`src/rtl/core/acfp_pkg.sv`:
```
// ----------------------------------------------------------------------------
// acfp_pkg: shared types and constants of the actuator command frame parser
// Frame layout tables, byte actions, actuator codes and the result structs.
// ----------------------------------------------------------------------------
`timescale 1ns / 1ps

package acfp_pkg;

  localparam int unsigned FrameLen = 27;
  localparam int unsigned PosW     = 5;
  localparam int unsigned TgtW     = 4;
  localparam int unsigned ValW     = 16;
  localparam int unsigned ByteW    = 8;
  localparam int unsigned CfgIdxW  = 1;

  localparam logic [ByteW-1:0] StartByte = 8'hEA;
  localparam logic [ValW-1:0]  CamDefault = 16'd1;
  localparam logic [ByteW-1:0] CamFirst   = 8'd1;
  localparam logic [ByteW-1:0] CamLast    = 8'd3;
  localparam int unsigned      LidBit     = 6;

  // Configuration register indexes.
  localparam logic [CfgIdxW-1:0] CfgServoMin = 1'b0;
  localparam logic [CfgIdxW-1:0] CfgServoMax = 1'b1;

  localparam logic [ValW-1:0] ServoMinReset = 16'd1000;
  localparam logic [ValW-1:0] ServoMaxReset = 16'd2000;

  // Actuator codes.
  localparam logic [TgtW-1:0] TgtLeft     = 4'd0;
  localparam logic [TgtW-1:0] TgtRight    = 4'd1;
  localparam logic [TgtW-1:0] TgtPan      = 4'd2;
  localparam logic [TgtW-1:0] TgtTilt     = 4'd3;
  localparam logic [TgtW-1:0] TgtCamera   = 4'd4;
  localparam logic [TgtW-1:0] TgtTurret   = 4'd5;
  localparam logic [TgtW-1:0] TgtShoulder = 4'd6;
  localparam logic [TgtW-1:0] TgtElbow    = 4'd7;
  localparam logic [TgtW-1:0] TgtForearm  = 4'd8;
  localparam logic [TgtW-1:0] TgtHand     = 4'd9;
  localparam logic [TgtW-1:0] TgtLid      = 4'd10;
  localparam logic [TgtW-1:0] TgtShovel   = 4'd11;

  typedef enum logic [2:0] {
    ACT_HUNT,
    ACT_LOW,
    ACT_WORD,
    ACT_SILENT,
    ACT_CAMERA,
    ACT_LID,
    ACT_DROP
  } action_e;

  typedef struct packed {
    logic [TgtW-1:0] target;
    logic [ValW-1:0] value;
    logic            read_error;
  } acfp_result_t;

  typedef struct packed {
    logic            emit;
    acfp_result_t    result;
    logic [PosW-1:0] pos_next;
    logic            hold_load;
  } acfp_decode_t;

  // What the byte at a given frame position does.
  function automatic action_e pos_action(logic [PosW-1:0] pos);
    action_e act;
    unique case (pos) inside
      5'd0: act = ACT_HUNT;
      5'd1, 5'd3, 5'd5, 5'd7, 5'd10, 5'd12, 5'd14, 5'd16, 5'd18, 5'd20, 5'd22,
      5'd25: act = ACT_LOW;
      5'd2, 5'd4, 5'd6, 5'd8, 5'd11, 5'd13, 5'd15, 5'd17, 5'd23,
      5'd26: act = ACT_WORD;
      5'd19, 5'd21: act = ACT_SILENT;
      5'd9: act = ACT_CAMERA;
      5'd24: act = ACT_LID;
      default: act = ACT_DROP;
    endcase
    return act;
  endfunction

  // Actuator addressed by the byte that completes a field.
  function automatic logic [TgtW-1:0] pos_target(logic [PosW-1:0] pos);
    logic [TgtW-1:0] tgt;
    unique case (pos)
      5'd2:    tgt = TgtLeft;
      5'd4:    tgt = TgtRight;
      5'd6:    tgt = TgtPan;
      5'd8:    tgt = TgtTilt;
      5'd9:    tgt = TgtCamera;
      5'd11:   tgt = TgtTurret;
      5'd13:   tgt = TgtShoulder;
      5'd15:   tgt = TgtElbow;
      5'd17:   tgt = TgtForearm;
      5'd23:   tgt = TgtHand;
      5'd24:   tgt = TgtLid;
      5'd26:   tgt = TgtShovel;
      default: tgt = TgtLeft;
    endcase
    return tgt;
  endfunction

endpackage

```
`src/rtl/core/acfp_frame_decode.sv`:
```
// ----------------------------------------------------------------------------
// acfp_frame_decode: per-byte frame decoder
// Works out the command, the next frame position and the hold load for one byte.
// ----------------------------------------------------------------------------
`timescale 1ns / 1ps

module acfp_frame_decode (
  input  logic [acfp_pkg::ByteW-1:0] rx_byte_i,
  input  logic                       rx_error_i,
  input  logic [acfp_pkg::PosW-1:0]  pos_i,
  input  logic [acfp_pkg::ByteW-1:0] hold_i,
  input  logic [acfp_pkg::ValW-1:0]  servo_min_i,
  input  logic [acfp_pkg::ValW-1:0]  servo_max_i,
  output acfp_pkg::acfp_decode_t     dec_o
);
  import acfp_pkg::*;

  action_e         action;
  logic [PosW-1:0] pos_adv;
  logic [ValW-1:0] word;
  logic [ValW-1:0] word_val;

  assign action  = pos_action(pos_i);
  assign pos_adv = (pos_i == PosW'(FrameLen - 1)) ? '0 : pos_i + 1'b1;
  assign word    = {rx_byte_i, hold_i};

  // Only the hand word is limited to the servo range; the lower limit wins.
  always_comb begin
    word_val = word;
    if (pos_target(pos_i) == TgtHand) begin
      if (word < servo_min_i) begin
        word_val = servo_min_i;
      end else if (word > servo_max_i) begin
        word_val = servo_max_i;
      end
    end
  end

  always_comb begin
    dec_o           = '0;
    dec_o.pos_next  = pos_i;
    dec_o.result.target = pos_target(pos_i);
    if (rx_error_i) begin
      dec_o.emit              = 1'b1;
      dec_o.result            = '0;
      dec_o.result.read_error = 1'b1;
    end else begin
      unique case (action)
        ACT_HUNT: begin
          dec_o.pos_next = (rx_byte_i == StartByte) ? PosW'(1) : '0;
        end
        ACT_LOW: begin
          dec_o.hold_load = 1'b1;
          dec_o.pos_next  = pos_adv;
        end
        ACT_WORD: begin
          dec_o.emit         = 1'b1;
          dec_o.result.value = word_val;
          dec_o.pos_next     = pos_adv;
        end
        ACT_SILENT: begin
          dec_o.pos_next = pos_adv;
        end
        ACT_CAMERA: begin
          dec_o.emit         = 1'b1;
          dec_o.result.value = (rx_byte_i >= CamFirst && rx_byte_i <= CamLast) ?
                               {{(ValW - ByteW){1'b0}}, rx_byte_i} : CamDefault;
          dec_o.pos_next     = pos_adv;
        end
        ACT_LID: begin
          dec_o.emit         = 1'b1;
          dec_o.result.value = rx_byte_i[LidBit] ? servo_min_i : servo_max_i;
          dec_o.pos_next     = pos_adv;
        end
        default: begin
          dec_o.pos_next = '0;
        end
      endcase
    end
  end

endmodule

```
`src/rtl/core/acfp_out_reg.sv`:
```
// ----------------------------------------------------------------------------
// acfp_out_reg: result register of the frame parser
// Holds one command until the downstream side takes it.
// ----------------------------------------------------------------------------
`timescale 1ns / 1ps

module acfp_out_reg (
  input  logic                   clk_i,
  input  logic                   rst_ni,
  input  logic                   load_i,
  input  acfp_pkg::acfp_result_t result_i,
  input  logic                   out_ready_i,
  output logic                   out_valid_o,
  output acfp_pkg::acfp_result_t result_o,
  output logic                   in_ready_o
);
  import acfp_pkg::*;

  logic         valid_q, valid_d;
  acfp_result_t data_q;

  // The register may be refilled in the cycle its content is taken.
  assign in_ready_o = !valid_q || out_ready_i;

  always_comb begin
    valid_d = valid_q;
    if (load_i) begin
      valid_d = 1'b1;
    end else if (out_ready_i) begin
      valid_d = 1'b0;
    end
  end

  always_ff @(posedge clk_i or negedge rst_ni) begin
    if (!rst_ni) begin
      valid_q <= 1'b0;
    end else begin
      valid_q <= valid_d;
    end
  end

  always_ff @(posedge clk_i) begin
    if (load_i) begin
      data_q <= result_i;
    end
  end

  assign out_valid_o = valid_q;
  assign result_o    = data_q;

endmodule

```
`src/rtl/core/actuator_command_frame_parser.sv`:
```
// ----------------------------------------------------------------------------
// actuator_command_frame_parser: each command appears in the cycle after its byte transfer.
// Throughput one byte per cycle; a held command stalls input only if not taken.
// Reset (asynchronous, active low) returns to hunting and restores servo limits.
// ----------------------------------------------------------------------------
`timescale 1ns / 1ps

// The parser hunts for the start byte and then walks a fixed 27-byte frame.
// Each byte is decoded in one pass of combinational logic against the frame
// position and the held low byte; the command it gives, if any, is written
// into the result register. The frame position and low-byte hold update at
// the same edge, so the next byte can be taken in the following cycle.
// A byte flagged with a receive error yields an error command and leaves the
// frame position and the hold untouched, also while hunting.
module actuator_command_frame_parser (
  input  logic                          clk_i,
  input  logic                          rst_ni,
  // Configuration write port.
  input  logic                          cfg_we_i,
  input  logic [acfp_pkg::CfgIdxW-1:0]  cfg_idx_i,
  input  logic [acfp_pkg::ValW-1:0]     cfg_data_i,
  // Received bytes.
  input  logic                          s_axis_tvalid,
  output logic                          s_axis_tready,
  input  logic [7:0]                    s_axis_tdata,  // [7:0] rx_byte
  input  logic                          s_axis_tuser,  // [0] rx_error
  // Actuator commands.
  output logic                          m_axis_tvalid,
  input  logic                          m_axis_tready,
  output logic [23:0]                   m_axis_tdata,  // [3:0] target, [19:4] value, zero pad
  output logic                          m_axis_tuser   // [0] read_error
);
  import acfp_pkg::*;

  logic [ValW-1:0]  servo_min_q;
  logic [ValW-1:0]  servo_max_q;
  logic [PosW-1:0]  pos_q, pos_d;
  logic [ByteW-1:0] hold_q, hold_d;

  logic             in_fire;
  acfp_decode_t     dec;
  acfp_result_t     res_out;

  assign in_fire = s_axis_tvalid && s_axis_tready;

  // Configuration registers; writes happen only while the parser is idle is a rule for the user, not enforced here.
  always_ff @(posedge clk_i or negedge rst_ni) begin
    if (!rst_ni) begin
      servo_min_q <= ServoMinReset;
      servo_max_q <= ServoMaxReset;
    end else if (cfg_we_i) begin
      unique case (cfg_idx_i)
        CfgServoMin: servo_min_q <= cfg_data_i;
        CfgServoMax: servo_max_q <= cfg_data_i;
        default: ;
      endcase
    end
  end

  acfp_frame_decode u_decode (
    .rx_byte_i   (s_axis_tdata),
    .rx_error_i  (s_axis_tuser),
    .pos_i       (pos_q),
    .hold_i      (hold_q),
    .servo_min_i (servo_min_q),
    .servo_max_i (servo_max_q),
    .dec_o       (dec)
  );

  // Frame state only moves on a byte transfer.
  always_comb begin
    pos_d  = pos_q;
    hold_d = hold_q;
    if (in_fire) begin
      pos_d = dec.pos_next;
      if (dec.hold_load) begin
        hold_d = s_axis_tdata;
      end
    end
  end

  always_ff @(posedge clk_i or negedge rst_ni) begin
    if (!rst_ni) begin
      pos_q  <= '0;
      hold_q <= '0;
    end else begin
      pos_q  <= pos_d;
      hold_q <= hold_d;
    end
  end

  acfp_out_reg u_out (
    .clk_i       (clk_i),
    .rst_ni      (rst_ni),
    .load_i      (in_fire && dec.emit),
    .result_i    (dec.result),
    .out_ready_i (m_axis_tready),
    .out_valid_o (m_axis_tvalid),
    .result_o    (res_out),
    .in_ready_o  (s_axis_tready)
  );

  assign m_axis_tdata = {4'b0000, res_out.value, res_out.target};
  assign m_axis_tuser = res_out.read_error;

`ifndef SYNTHESIS
  // An errored byte always produces an error command in the next cycle.
  assert property (@(posedge clk_i) disable iff (!rst_ni)
    in_fire && s_axis_tuser |=> m_axis_tvalid && m_axis_tuser)
    else $error("errored byte did not give an error command");

  // An errored byte must not move the frame position.
  assert property (@(posedge clk_i) disable iff (!rst_ni)
    in_fire && s_axis_tuser |=> $stable(pos_q))
    else $error("frame position moved on an errored byte");

  // The frame position never leaves the frame.
  assert property (@(posedge clk_i) disable iff (!rst_ni)
    pos_q < PosW'(FrameLen))
    else $error("frame position out of range");

  // An error command carries zero target and value.
  assert property (@(posedge clk_i) disable iff (!rst_ni)
    m_axis_tvalid && m_axis_tuser |-> m_axis_tdata == '0)
    else $error("error command with non-zero payload");

  // While hunting, a byte other than the start byte keeps the parser hunting.
  assert property (@(posedge clk_i) disable iff (!rst_ni)
    in_fire && !s_axis_tuser && pos_q == '0 && s_axis_tdata != StartByte
    |=> pos_q == '0)
    else $error("left hunting without a start byte");
`endif

endmodule

```
`config.mk`:
```
export PLATFORM = sky130hd
export DESIGN_NAME = actuator_command_frame_parser
export DESIGN_NICKNAME = d
export VERILOG_FILES = /design/src/rtl/core/acfp_pkg.sv /design/src/rtl/core/acfp_frame_decode.sv /design/src/rtl/core/acfp_out_reg.sv /design/src/rtl/core/actuator_command_frame_parser.sv
export SDC_FILE = /design/constraint.sdc
export NUM_CORES = 1
export LEC_CHECK = 0
export BUFFER_PORTS_ARGS = -buffer_cell sky130_fd_sc_hd__buf_4
export CORE_ASPECT_RATIO = 0.75
export CORE_UTILIZATION = 40
export CTS_BUF_LIST = sky130_fd_sc_hd__clkbuf_2 sky130_fd_sc_hd__clkbuf_4 sky130_fd_sc_hd__clkbuf_8
export CTS_CLUSTER_SIZE = 40
export DETAILED_ROUTE_END_ITERATION = 6
export MAX_ROUTING_LAYER = met4
export SLEW_MARGIN = 15
export SYNTH_ARGS = -nofsm -noshare
export SYNTH_HDL_FRONTEND = slang
export SYNTH_SLANG_ARGS = --single-unit
```
`constraint.sdc`:
```
create_clock -name clk_i -period 3.6 [get_ports clk_i]
set_clock_uncertainty 0.05 [all_clocks]
set_input_delay 0.36 -clock clk_i [delete_from_list [all_inputs] [get_ports clk_i]]
set_output_delay 0.36 -clock clk_i [all_outputs]
set_load 0.005 [all_outputs]
```
After elaboration in Yosys (flattened, before gate mapping)
Memories as Yosys holds them, arrays and structs flattened. A register that Yosys moved wholly into a read port is not among the register bits. Cells that the tools add are included.

Register bits: 63. Latch bits: 0. RAM bits: 0. ROM bits: 256. Bits of input ports: 31. Output and inout bits: 27. Word-level logic and storage cells: 83. Memories kept: 2.

$add $sub $neg: 1. Multipliers: 0. Divide/modulo/power cells: 0. $lt $le $gt $ge: 4. Equality and inequality tests: 33. Shifts and indexed selects: 0. Muxes and demuxes: 17. Bitwise logic cells: 2. Reduce and logical (&&, ||, !) cells: 17.

Memories: (no name shown) (words 32, width 4, read ports 1, clocked after memory_dff 1, wr ports 0, RTL line acfp_pkg.sv:86) `unique case (pos)`; (no name shown) (words 32, width 4, read ports 1, clocked after memory_dff 0, wr ports 0, RTL line acfp_pkg.sv:86).

Operators with widths (number): $mux 16 (4); $eq 5x5->1 const B (11); $pmux 16 s3 (1); $eq 5x4->1 const B (8); $eq 5x3->1 const B (4); $pmux 3 s6 (1); $gt 16x16->1 (1); $lt 16x16->1 (1); $reduce_or 12->1 (1); $eq 5x2->1 const B (2); $pmux 5 s2 (1); $reduce_or 10->1 (1); $eq 8x8->1 const B (1); $ge 8x1->1 const B (1); $le 8x2->1 const B (1); $mux 1 (8); $mux 8 (1); $reduce_and 2->1 (4); $eq 3x2->1 const B (2); $eq 3x3->1 const B (2); $add 5x1->5 const B (1); $eq 5x1->1 const B (1); $logic_not 5->1 (1); $mux 5 (1); other kinds (11) (14).

Logic depth before layout (Yosys ltp)
Gate-level depths: netlist of the first run.

Depth after elaboration: 9. Mapped depth: 15. Gate-level depth less buffers: 12.

By module
A second synthesis of the first run with hierarchy kept.

Cells, all modules: 430. Area, all modules: 4621.9 sq um.

By module, submodules not included: acfp_frame_decode (instances 1, cells each 303, area each 2150.8 sq um, sequential area each 0.0 sq um); actuator_command_frame_parser (instances 1, cells each 103, area each 1793.0 sq um, sequential area each 1141.1 sq um); acfp_out_reg (instances 1, cells each 24, area each 678.2 sq um, sequential area each 655.6 sq um).

Worst setup path before layout of the first run
OpenSTA, ideal clock, no wires.

Path kind: reg-to-reg. Start point: register pos_q[0]. End point: register u_out.data_q (netlist bit u_out.result_o[0]) (enable). Library setup time: 0.399 ns. Data arrival time: 3.072 ns. Data required time: 3.151 ns. Path slack: 0.079 ns. Stages on the path, launching flop included: 13. Path buffers: 1. Clock period less this slack: 3.521 ns. Cell sequence: dfrtp_1 inv_1 ha_1 buf_2 a211oi_1 nor4_2 a21oi_4 ha_1 nand2_1 o32a_1 and2_1 a211oi_1 nor2_1.

Longest elaborated chain between the ends: 8. Elaborated cells on any way between the ends: 38. Those cells by class: eq/ne (29); mux (3); reduce/logical (6).

RTL lines: start, declared (RTL line actuator_command_frame_parser.sv:37) `logic [PosW-1:0] pos_q, pos_d;`; start signal, assigned (RTL line actuator_command_frame_parser.sv:87) `pos_q <= pos_d;`; $eq 5x5->1 (tied with other cells) (RTL line acfp_frame_decode.sv:23) `assign action = pos_action(pos_i);`; $reduce_or 12->1 (tied with other cells) (RTL line acfp_pkg.sv:69) `unique case (pos) inside`; $pmux 3 s6 (*) (RTL line acfp_pkg.sv:69); $eq 3x2->1 or $eq 3x3->1 (tied branches) (RTL line acfp_frame_decode.sv:48) `unique case (action)`; $reduce_or 3->1 (no source line) (*); $mux 1 (*) (RTL line acfp_frame_decode.sv:48); $mux 1 (*) (RTL line acfp_frame_decode.sv:43) `if (rx_error_i) begin`; $logic_and 1x1->1 (*) (RTL line actuator_command_frame_parser.sv:95) `.load_i (in_fire && dec.emit),`; via u_out.load_i (RTL line acfp_out_reg.sv:10) `input logic load_i,`; end signal, assigned (RTL line acfp_out_reg.sv:44) `data_q <= result_i;`; end, declared (RTL line acfp_out_reg.sv:20) `acfp_result_t data_q;`.

Mark *: on every way through the listed nets, which the timed path passes. The rest lies on a longest branch. A chain may end at the register's enable or synchronous reset.

Final worst setup path of the first run
Start point: register pos_q[1]. End point: register u_out.data_q (netlist bit u_out.result_o[7]) (data pin).

Longest elaborated chain between the ends: 5. Elaborated cells on any way between the ends: 38. Those cells by class: eq/ne (30); mux (3); reduce/logical (4); memory (1).

RTL lines (RTL line): $eq 5x5->1 (tied with other cells) (acfp_frame_decode.sv:23); $reduce_or 12->1 (tied with other cells) (acfp_pkg.sv:69); $pmux 3 s6 (acfp_pkg.sv:69); $eq 3x3->1 or $eq 3x2->1 (tied branches) (acfp_frame_decode.sv:48); $pmux 16 s3 (*) (acfp_frame_decode.sv:48).

Mark *: on every way between the ends. The rest lies on a longest branch, timed or not.

==> flow_metrics.tcl, run 1 <==
set metrics [dict create \
    status "completed" \
    crit_type "reg2reg" \
    hpwl_mm 8.727 \
    synth_top_area_share_pct 18.99 \
    avgSynthCellArea_sq_um 10.57 \
    die_h_microns 93.66 \
    via_count 3514 \
    cp-end-kind "flip-flop" \
    postRouteAntennaNets 0 \
    holdPathStages 3 \
    cap_violations 0 \
    postPlaceCellArea_sq_mm 0.004981 \
    setup_viol 0 \
    hold_viol 0 \
    crit_path_start_kind "flip-flop" \
    grt_setup_unrepaired "false" \
    htreeDepth 3 \
    areaGrowthSynthToFinish_pct 15.81 \
    core-area_sq_mm 0.01090 \
    numPortBuffers 53 \
    grt_max_degree 47 \
    yosys.area.top_type "dfrtp_1" \
    arrival_ns 3.40 \
    ys_warn_count 0 \
    drc 0 \
    vias_per_cell 5.640 \
    r2r.worst_path.cells 12 \
    grt_antenna_before_repair 0 \
    final_nets 547 \
    cts_buffers 9 \
    crit_slowest_cell "dfrtp_1" \
    num_io_pins 58 \
    drtIter0Drc 208 \
    dieArea_sq_mm 0.01163 \
    dieWidth_microns 124.2 \
    post_cts_buffers 0 \
    cts_root_buf "clkbuf_8" \
    max_freq_mhz 299.2 \
    clock_path_buffers 2 \
    tightest_slew_ns 0.8355 \
    netlist_area_sq_mm 0.004481 \
    crit_fanout 10 \
    wl_mm 11.39 \
    slew_headroom_pct 44.16 \
    cp.required_ns 3.66 \
    async_reset_ff_share_pct 68.66 \
    synth_flop_cell "dfrtp_1" \
    wl_per_cell_microns 18.28 \
    fin_crit_sh_pct 92.83 \
    std_cell_rows 33 \
    grt_overflow_total 0 \
    ys_seq_elements 67 \
    initial_utilization_pct 41.10 \
    clock_latency_ns 0.36 \
    worstPathCellList "inv_1 > ha_1 > mux2_1 > and2_1 > inv_1 > ha_1 > nand2_1 > o32a_1 > nand4b_1 > o22ai_1 > and2_1 > a221o_1" \
    hold_class "in2reg" \
    fin_setup_tns_ns 0 \
    layout-drive-gt1-share_pct 28.57 \
    fin_crit_ns 3.342 \
    design_area_sq_mm 0.005189 \
    grt_pass1_vias 3369 \
    clk_pin_slew_ns 0.08 \
    critical-path-max-stage-delay_ns 0.43 \
    synthCells 424 \
    drv_slew 0 \
    yosysSeqAreaShare_pct 40.10 \
    ir_worst_vdd_v 0.0001965 \
    synth_area_leaders "dfrtp_1, edfxtp_1, ha_1" \
    power_per_cell_area_mw_per_mm2 490.0 \
    grt_pass1_wl_mm 18.46 \
    diodes 0 \
    drt_pass1_iterations 4 \
    cts_tree "yes" \
    power_mw 2.543 \
    gp_congestion 0.8697 \
    synth_cell_types 66 \
    synth_edf_count 21 \
    grtUsageTotal_pct 21.34 \
    cts_sinks 67 \
    leakagePower_nw 2.281 \
]
-- flip-flops by register name, indices dropped and copies added (netlist names) --
| signal | flops |
|---|---|
| pos_q | 5 |
| servo_max_q | 16 |
| servo_min_q | 16 |
| u_out.out_valid_o | 1 |
| u_out.result_o | 21 |
| hold_q | 8 |
-- Yosys cell counts (5+ instances only) --
cell type and instances:
a21oi_1 18, a221o_1 13, a22o_1 5, and2_1 9, and3_1 6, buf_4 7, buf_6 5, clkbuf_1 8
dfrtp_1 34, dfstp_2 12, edfxtp_1 21, ha_1 38, inv_1 38, mux2_2 17, mux2_4 7, mux2i_1 12
nand2_1 31, nand3_1 8, nand4_1 5, nor2_1 21, nor2b_1 6, nor3_1 6, o21ai_0 22, o2bb2ai_1 7
-- worst paths after layout --
kind                            slack (ns)           endpoint             from
worst max register to register        0.26  u_out.result_o[7]         pos_q[1]
worst min register to register        0.49    servo_max_q[13]  servo_max_q[13]
min in group asynchronous             0.51           pos_q[0]           rst_ni
worst min-delay path                  0.16     servo_min_q[2]    cfg_data_i[2]
max in group asynchronous             2.56  u_out.out_valid_o           rst_ni
worst max-delay path                  0.26  u_out.result_o[7]         pos_q[1]
-- cells by family (layout without fill, tap and decap cells) --
kind of cell	Yosys count	in the layout	share of synthesized area, %
mux	38	38	10.05
flops	67	67	40.10
compound gates	103	103	17.87
other cells	1	4	0.08370
fa+ha+maj	38	38	10.61
simple gates	117	117	14.77
buf+inv	60	116	6.507
-- per-stage QoR --
step / util (%) / std cells / hold WS [ns] / setup slack (ns)
global placement: 45.70 / 606 / 0.3695 / 0.2981
detailed placement: 45.70 / 606 / 0.3660 / 0.2407
CTS: 47.56 / 623 / 0.1500 / 0.2326
global route: 47.60 / 623 / 0.1730 / 0.03016
finish: 47.60 / 623 / 0.1648 / 0.2582
floorplan: - / 427 / 0.01441 / 0.07922
-- final cells by class --
cell class	count	area [sq um]
tap	140	175.2
inverter	38	142.6
fill	1063	5712
timing repair buffer	62	467.9
clock buffer	9	123.9
clock inverter	7	68.82
sequential	67	1797
multi-input combinational	300	2414
-- repair_timing --
action | CTS | global route
hold buffers | 1 | 0
setup endpoints to repair | 0 | 17
endpoints found under the hold margin | 32 | 0
gates resized for setup | 0 | 1
-- report_power, final --
part | leakage, nW | switching, mW | total (mW) | internal [mW]
sequential | 0.750 | 0.113 | 1.02 | 0.912
clock | 0.0950 | 0.311 | 0.628 | 0.317
combinational | 1.44 | 0.487 | 0.889 | 0.403
-- placed cells by master (no fill, tap or decap), types with 5 or more instances in the layout --
cell,count
a21oi_1,18
a221o_1,13
a22o_1,5
and2_1,9
and3_1,6
buf_4,61
clkbuf_8,9
dfrtp_1,34
dfstp_2,12
edfxtp_1,21
ha_1,38
inv_1,38
mux2_2,17
mux2_4,7
mux2i_1,12
nand2_1,31
nand3_1,8
nand4_1,5
nor2_1,20
nor2b_1,5
nor3_1,6
o21ai_0,22
o2bb2ai_1,7
-- per-layer routing --
metal	up-vias	wire length [microns]	track usage, %
met5	-	0	-
met4	0	122	5.321
met3	12	740	4.385
met2	118	4760	29.70
met1	1714	5767	31.33
li1	1670	-	-
-- critical path, delay by kind of cell, from the launching register on --
kind | cells | cell delay (ns)
AOI/OAI and AO/OA | 3 | 0.86
and+or+nand+nor | 4 | 0.75
adders and majority gates | 2 | 0.47
DFF | 1 | 0.43
muxes | 1 | 0.32
buffers and inverters | 2 | 0.21
No activity file was read; power rests on OpenSTA's default activity.
==> run 2, diff against run 1 <==
Settings changed: MAX_ROUTING_LAYER met4 to not set, PLACE_DENSITY set to 0.69.
==> run 2 against run 1 <==
Against the previous run: core utilization rose by 0.21 points; worst hold slack got worse by 0.0057 ns; die area did not move; final cell count did not move; count of clock-buffer cells in the layout rose by 3; maximum frequency fell by 1.8%; register-to-register slack got worse by 0.06 ns; sequential share of layout area fell by 0.13 points; final area rose by 0.43%; global-route usage fell by 0.74 points; worst setup slack got worse by 0.061 ns; critical endpoint is now u_out.result_o[13]; highest routed layer unchanged.
==> flow_metrics.tcl, run 2 (synthesis gave the netlist of run 1 again) <==
set metrics [dict create \
    ir_worst_vdd_v 0.0002266 \
    final_cell_mix "buf_4, inv_1, ha_1, dfrtp_1, nand2_1" \
    crit_path_start_kind "flip-flop" \
    hold_viol 0 \
    postRouteAntennaNets 0 \
    vias_per_cell 5.711 \
    wl_per_cell_microns 18.35 \
    gp_congestion 0.9046 \
    htreeDepth 3 \
    cts_tree "yes" \
    numPortBuffers 53 \
    cts_root_buf "clkbuf_8" \
    dieWidth_microns 124.2 \
    drc 0 \
    fin_util_pct 47.81 \
    crit_type "reg2reg" \
    setup_viol 0 \
    drtIter0Drc 245 \
    p_clk_share_pct 26.3 \
    std_cell_rows 33 \
    layout-drive-gt1-share_pct 28.99 \
    fin_crit_ns 3.403 \
    power_per_cell_area_mw_per_mm2 496.3 \
    status "completed" \
    initial_utilization_pct 41.10 \
    hold_class "in2reg" \
    setup_slack_ns 0.1969 \
    slew_headroom_pct 42.04 \
    grt_overflow_total 0 \
    clock_path_buffers 2 \
    grt_pass1_wl_mm 18.49 \
    dieArea_sq_mm 0.01163 \
    grt_max_degree 47 \
    diodes 0 \
    via_count 3558 \
    post_cts_buffers 0 \
    core-area_sq_mm 0.01090 \
    areaGrowthSynthToFinish_pct 16.31 \
    arrival_ns 3.46 \
    grt_pass1_vias 3580 \
    largest_reg_flops 21 \
    grtUsageTotal_pct 20.59 \
    combPwrFrac_pct 33.7 \
    die_h_microns 93.66 \
    fin_setup_tns_ns 0 \
    drv_slew 0 \
    hpwl_mm 8.543 \
    dp_slack_ns 0.1106 \
    p_int_mw 1.686 \
    leakagePower_nw 2.293 \
    fin_crit_sh_pct 94.53 \
    final_common_cell "buf_4" \
    worstPathCellList "inv_1 > ha_1 > mux2_1 > and2_1 > inv_1 > ha_1 > nand2_1 > o32ai_4 > nor3b_2 > and2_1 > o2bb2ai_1 > a221o_1" \
    final_nets 547 \
    fillCellCount 1012 \
    tightest_slew_ns 0.8673 \
    max_freq_mhz 293.8 \
    cts_buffers 9 \
    critical-path-max-stage-delay_ns 0.47 \
    p_sw_mw 0.9006 \
    cts_sinks 67 \
    power_mw 2.586 \
    grt_antenna_before_repair 0 \
    clock_latency_ns 0.37 \
    drt_pass1_iterations 5 \
    seq_power_share_pct 40.0 \
    p_sw_share_pct 34.82 \
    cap_violations 0 \
    wl_mm 11.43 \
    crit_slowest_cell "dfrtp_2" \
    num_io_pins 58 \
    clk_pin_slew_ns 0.08 \
    cp.required_ns 3.65 \
    cp-end-kind "flip-flop" \
    crit_fanout 10 \
]
-- run 2: cell count changes in the layout (fill, tap and decap cells not counted), sizes merged --
cell      previous run  this run
clkbuf               9        12
clkinvlp             2         1
clkinv               4         2
-- run 2: worst paths after layout --
check,start,end,slack [ns],cells after the start
worst max-delay path,pos_q[0],u_out.result_o[13],0.20,12
worst min-delay path,cfg_data_i[7],servo_min_q[7],0.16,3
worst max register to register,pos_q[0],u_out.result_o[13],0.20,12
worst min register to register,servo_min_q[7],servo_min_q[7],0.48,2
max in group asynchronous,rst_ni,pos_q[0],2.56,2
min in group asynchronous,rst_ni,hold_q[4],0.50,2
-- run 2: metrics by stage --
| stage | hold WS (ns) | cells | cell area, sq um |
|---|---|---|---|
| after global routing | 0.1564 | 623 | 5211 |
| after global placement | 0.3597 | 606 | 4981 |
| after CTS | 0.1475 | 623 | 5204 |
| after floorplan | 0.01441 | 427 | 4492 |
| after detailed placement | 0.3690 | 606 | 4981 |
| final | 0.1591 | 623 | 5211 |
-- run 2: what timing repair did --
action                                  CTS  global route
endpoints found under the setup margin    0            41
resized for setup                         0             3
endpoints found under the hold margin    34             0
hold buffers                              1             0
-- run 2: worst max-delay path: cells and delay by family, from the launching register on --
family	cells	cell delay (ns)
AOI/OAI and AO/OA	3	0.83
adders and majority gates	2	0.51
buffers and inverters	2	0.25
DFF	1	0.47
muxes	1	0.32
and+or+nand+nor	4	0.72
-- run 2: layout make-up --
cell class                      count  area [sq um]  share of cell area, %
Multi-Input combinational cell    300          2415                  46.34
Timing Repair Buffer               62         467.9                  8.980
Clock inverter                      4         47.55                 0.9124
Clock buffer                       12         165.2                  3.169
Tap cell                          140         175.2                  3.361
Inverter                           38         142.6                  2.737
Sequential cell                    67          1798                  34.50
-- run 2: power groups by stage --
stage | registers (mW) | logic (mW) | clock network, mW
2_1_floorplan | 1.00 | 0.637 | 0
3_3_place_gp | 1.04 | 0.826 | 0
3_5_place_dp | 1.04 | 0.856 | 0
4_1_cts | 1.03 | 0.863 | 0.691
5_1_grt | 1.05 | 0.971 | 0.721
6_report | 1.03 | 0.872 | 0.679
-- run 2: routing by layer --
| layer | global-route usage (%) | part of all wire [%] | vias to the layer above |
|---|---|---|---|
| li1 | - | - | 1665 |
| met1 | 28.70 | 48 | 1732 |
| met2 | 29.65 | 42 | 142 |
| met3 | 7.232 | 7.8 | 19 |
| met4 | 6.526 | 1.6 | 0 |
| met5 | 0 | 0 | - |
==> run 3, diff against run 2 <==
Settings changed: REMOVE_ABC_BUFFERS set to 1.
==> run 3 against run 2 <==
Against the previous run: maximum frequency about the same; final area down 0.43%; combinational power up 1%; sequential share of layout area up 0.15 points; total power down 3.1%; sequential cell count unchanged; critical path type unchanged; highest routed layer unchanged.
==> flow_metrics.tcl, run 3 (synthesis gave the netlist of run 1 again) <==
set metrics [dict create \
    instances_no_fill 622 \
    die_h_microns 93.66 \
    place_inst 605 \
    cts_buffers 9 \
    crit_slowest_cell "dfrtp_1" \
    areaGrowthSynthToFinish_pct 15.81 \
    clk_pin_slew_ns 0.08 \
    grt_setup_unrepaired "false" \
    crit_type "reg2reg" \
    ir_worst_vdd_v 0.0002970 \
    drtIter0Drc 268 \
    hold_ws_ns 0.1610 \
    cts_root_buf "clkbuf_8" \
    initial_utilization_pct 41.10 \
    numPortBuffers 53 \
    diodes 0 \
    grt_pass1_wl_mm 18.58 \
    via_count 3484 \
    postRouteAntennaNets 0 \
    r2r_end "u_out.result_o[14]" \
    leakagePower_nw 2.273 \
    grt_pass1_vias 3457 \
    clock_path_buffers 2 \
    holdPathStages 3 \
    std_cell_rows 33 \
    min_from "cfg_data_i[4]" \
    hold_class "in2reg" \
    grt_max_degree 47 \
    tightest_slew_ns 0.8432 \
    final_nets 546 \
    wl_per_cell_microns 18.28 \
    fin_crit_sh_pct 94.48 \
    hold_viol 0 \
    slew_headroom_pct 43.65 \
    max_freq_mhz 294.0 \
    grtUsageTotal_pct 20.77 \
    postPlaceCellArea_sq_mm 0.004974 \
    reg2reg_slack_ns 0.20 \
    clock_latency_ns 0.36 \
    vias_per_cell 5.601 \
    fin_crit_ns 3.401 \
    dieWidth_microns 124.2 \
    whs_endpoint "servo_min_q[4]" \
    final_common_cell "buf_4" \
    cap_violations 0 \
    cts_tree "yes" \
    arrival_ns 3.48 \
    critical-path-max-stage-delay_ns 0.45 \
    drv_slew 0 \
    crit_path_start_kind "flip-flop" \
    drc 0 \
    grt_antenna_before_repair 0 \
    design_area_sq_mm 0.005189 \
    setup_viol 0 \
    cp-end-kind "flip-flop" \
    htreeDepth 3 \
    drt_pass1_iterations 4 \
    status "completed" \
    core-area_sq_mm 0.01090 \
    reg2reg_from "pos_q[1]" \
    power_per_cell_area_mw_per_mm2 482.9 \
    hpwl_mm 8.661 \
    final_cell_mix "buf_4, inv_1, ha_1, dfrtp_1, nand2_1" \
    dieArea_sq_mm 0.01163 \
    cp.required_ns 3.68 \
    fin_setup_tns_ns 0 \
    num_io_pins 58 \
    cts_sinks 67 \
    layout-drive-gt1-share_pct 29.25 \
    grt_overflow_total 0 \
    fillCellCount 1029 \
    gp_congestion 0.9029 \
    worstPathCellList "inv_1 > ha_1 > mux2_1 > and2_1 > inv_1 > ha_1 > nand2_1 > o32ai_4 > nor3b_2 > nand3_2 > o2bb2a_4 > o31ai_1" \
    crit_fanout 8 \
    wl_mm 11.37 \
    r2r.worst_path.cells 12 \
    largest_reg_flops 21 \
]
==> run 3: cell type report <==
class,instances,area (sq um),share of cell area (%)
Timing Repair Buffer,61,460.4,8.874
Tap cell,140,175.2,3.376
Clock inverter,4,25.02,0.4823
Sequential cell,67,1798,34.65
Inverter,38,142.6,2.749
Clock buffer,12,158.9,3.062
Multi-Input combinational cell,300,2429,46.80
==> run 3: worst max-delay path by stage <==
stage / start / endpoint / slack, ns / cells after the start
2_1_floorplan: pos_q[0] / u_out.result_o[0] / 0.02 / 11
3_3_place_gp: pos_q[0] / u_out.result_o[3] / 0.22 / 12
3_5_place_dp: pos_q[0] / u_out.result_o[4] / 0.04 / 12
4_1_cts: pos_q[0] / u_out.result_o[7] / 0.02 / 12
5_1_grt: pos_q[1] / u_out.result_o[14] / 0.05 / 12
6_report: pos_q[1] / u_out.result_o[14] / 0.20 / 12
==> run 3: metrics by stage <==
step | util (%) | total power, mW | setup slack (ns)
2_1_floorplan | - | 1.624 | 0.02482
3_3_place_gp | 45.63 | 1.875 | 0.2188
3_5_place_dp | 45.63 | 1.904 | 0.03581
4_1_cts | 47.41 | 2.500 | 0.01904
5_1_grt | 47.60 | 2.657 | 0.04654
6_report | 47.60 | 2.505 | 0.1987
==> run 3: layer usage <==
| layer | global-route usage [%] | part of all wire (%) | up-vias |
|---|---|---|---|
| met5 | 0 | 0 | - |
| met4 | 4.418 | 0.77 | 0 |
| met3 | 6.264 | 7.1 | 10 |
| met2 | 30.71 | 42 | 132 |
| met1 | 29.76 | 50 | 1682 |
| li1 | - | - | 1660 |
==> run 3: critical path, delay by kind of cell, from the launching register on <==
kind	cells	cell delay (ns)
adder cells (fa/ha/maj)	2	0.58
flip-flops	1	0.45
AND/OR/NAND/NOR	4	0.95
multiplexers	1	0.18
buffers and inverters	2	0.23
AO/OA/AOI/OAI	3	0.73
==> run 3: power by group <==
part           switching (mW)  total (mW)  internal [mW]  leakage [nW]
Clock                   0.294       0.586          0.293        0.0918
Combinational           0.483       0.884          0.401          1.43
Sequential              0.121        1.03          0.913         0.748
==> run 3: timing repair <==
action                     in CTS  in global routing
gates resized for setup         0                  6
setup endpoints to repair       0                 41
hold buffers                    1                  0
hold endpoints to repair       34                  0
setup buffers                   0                  0
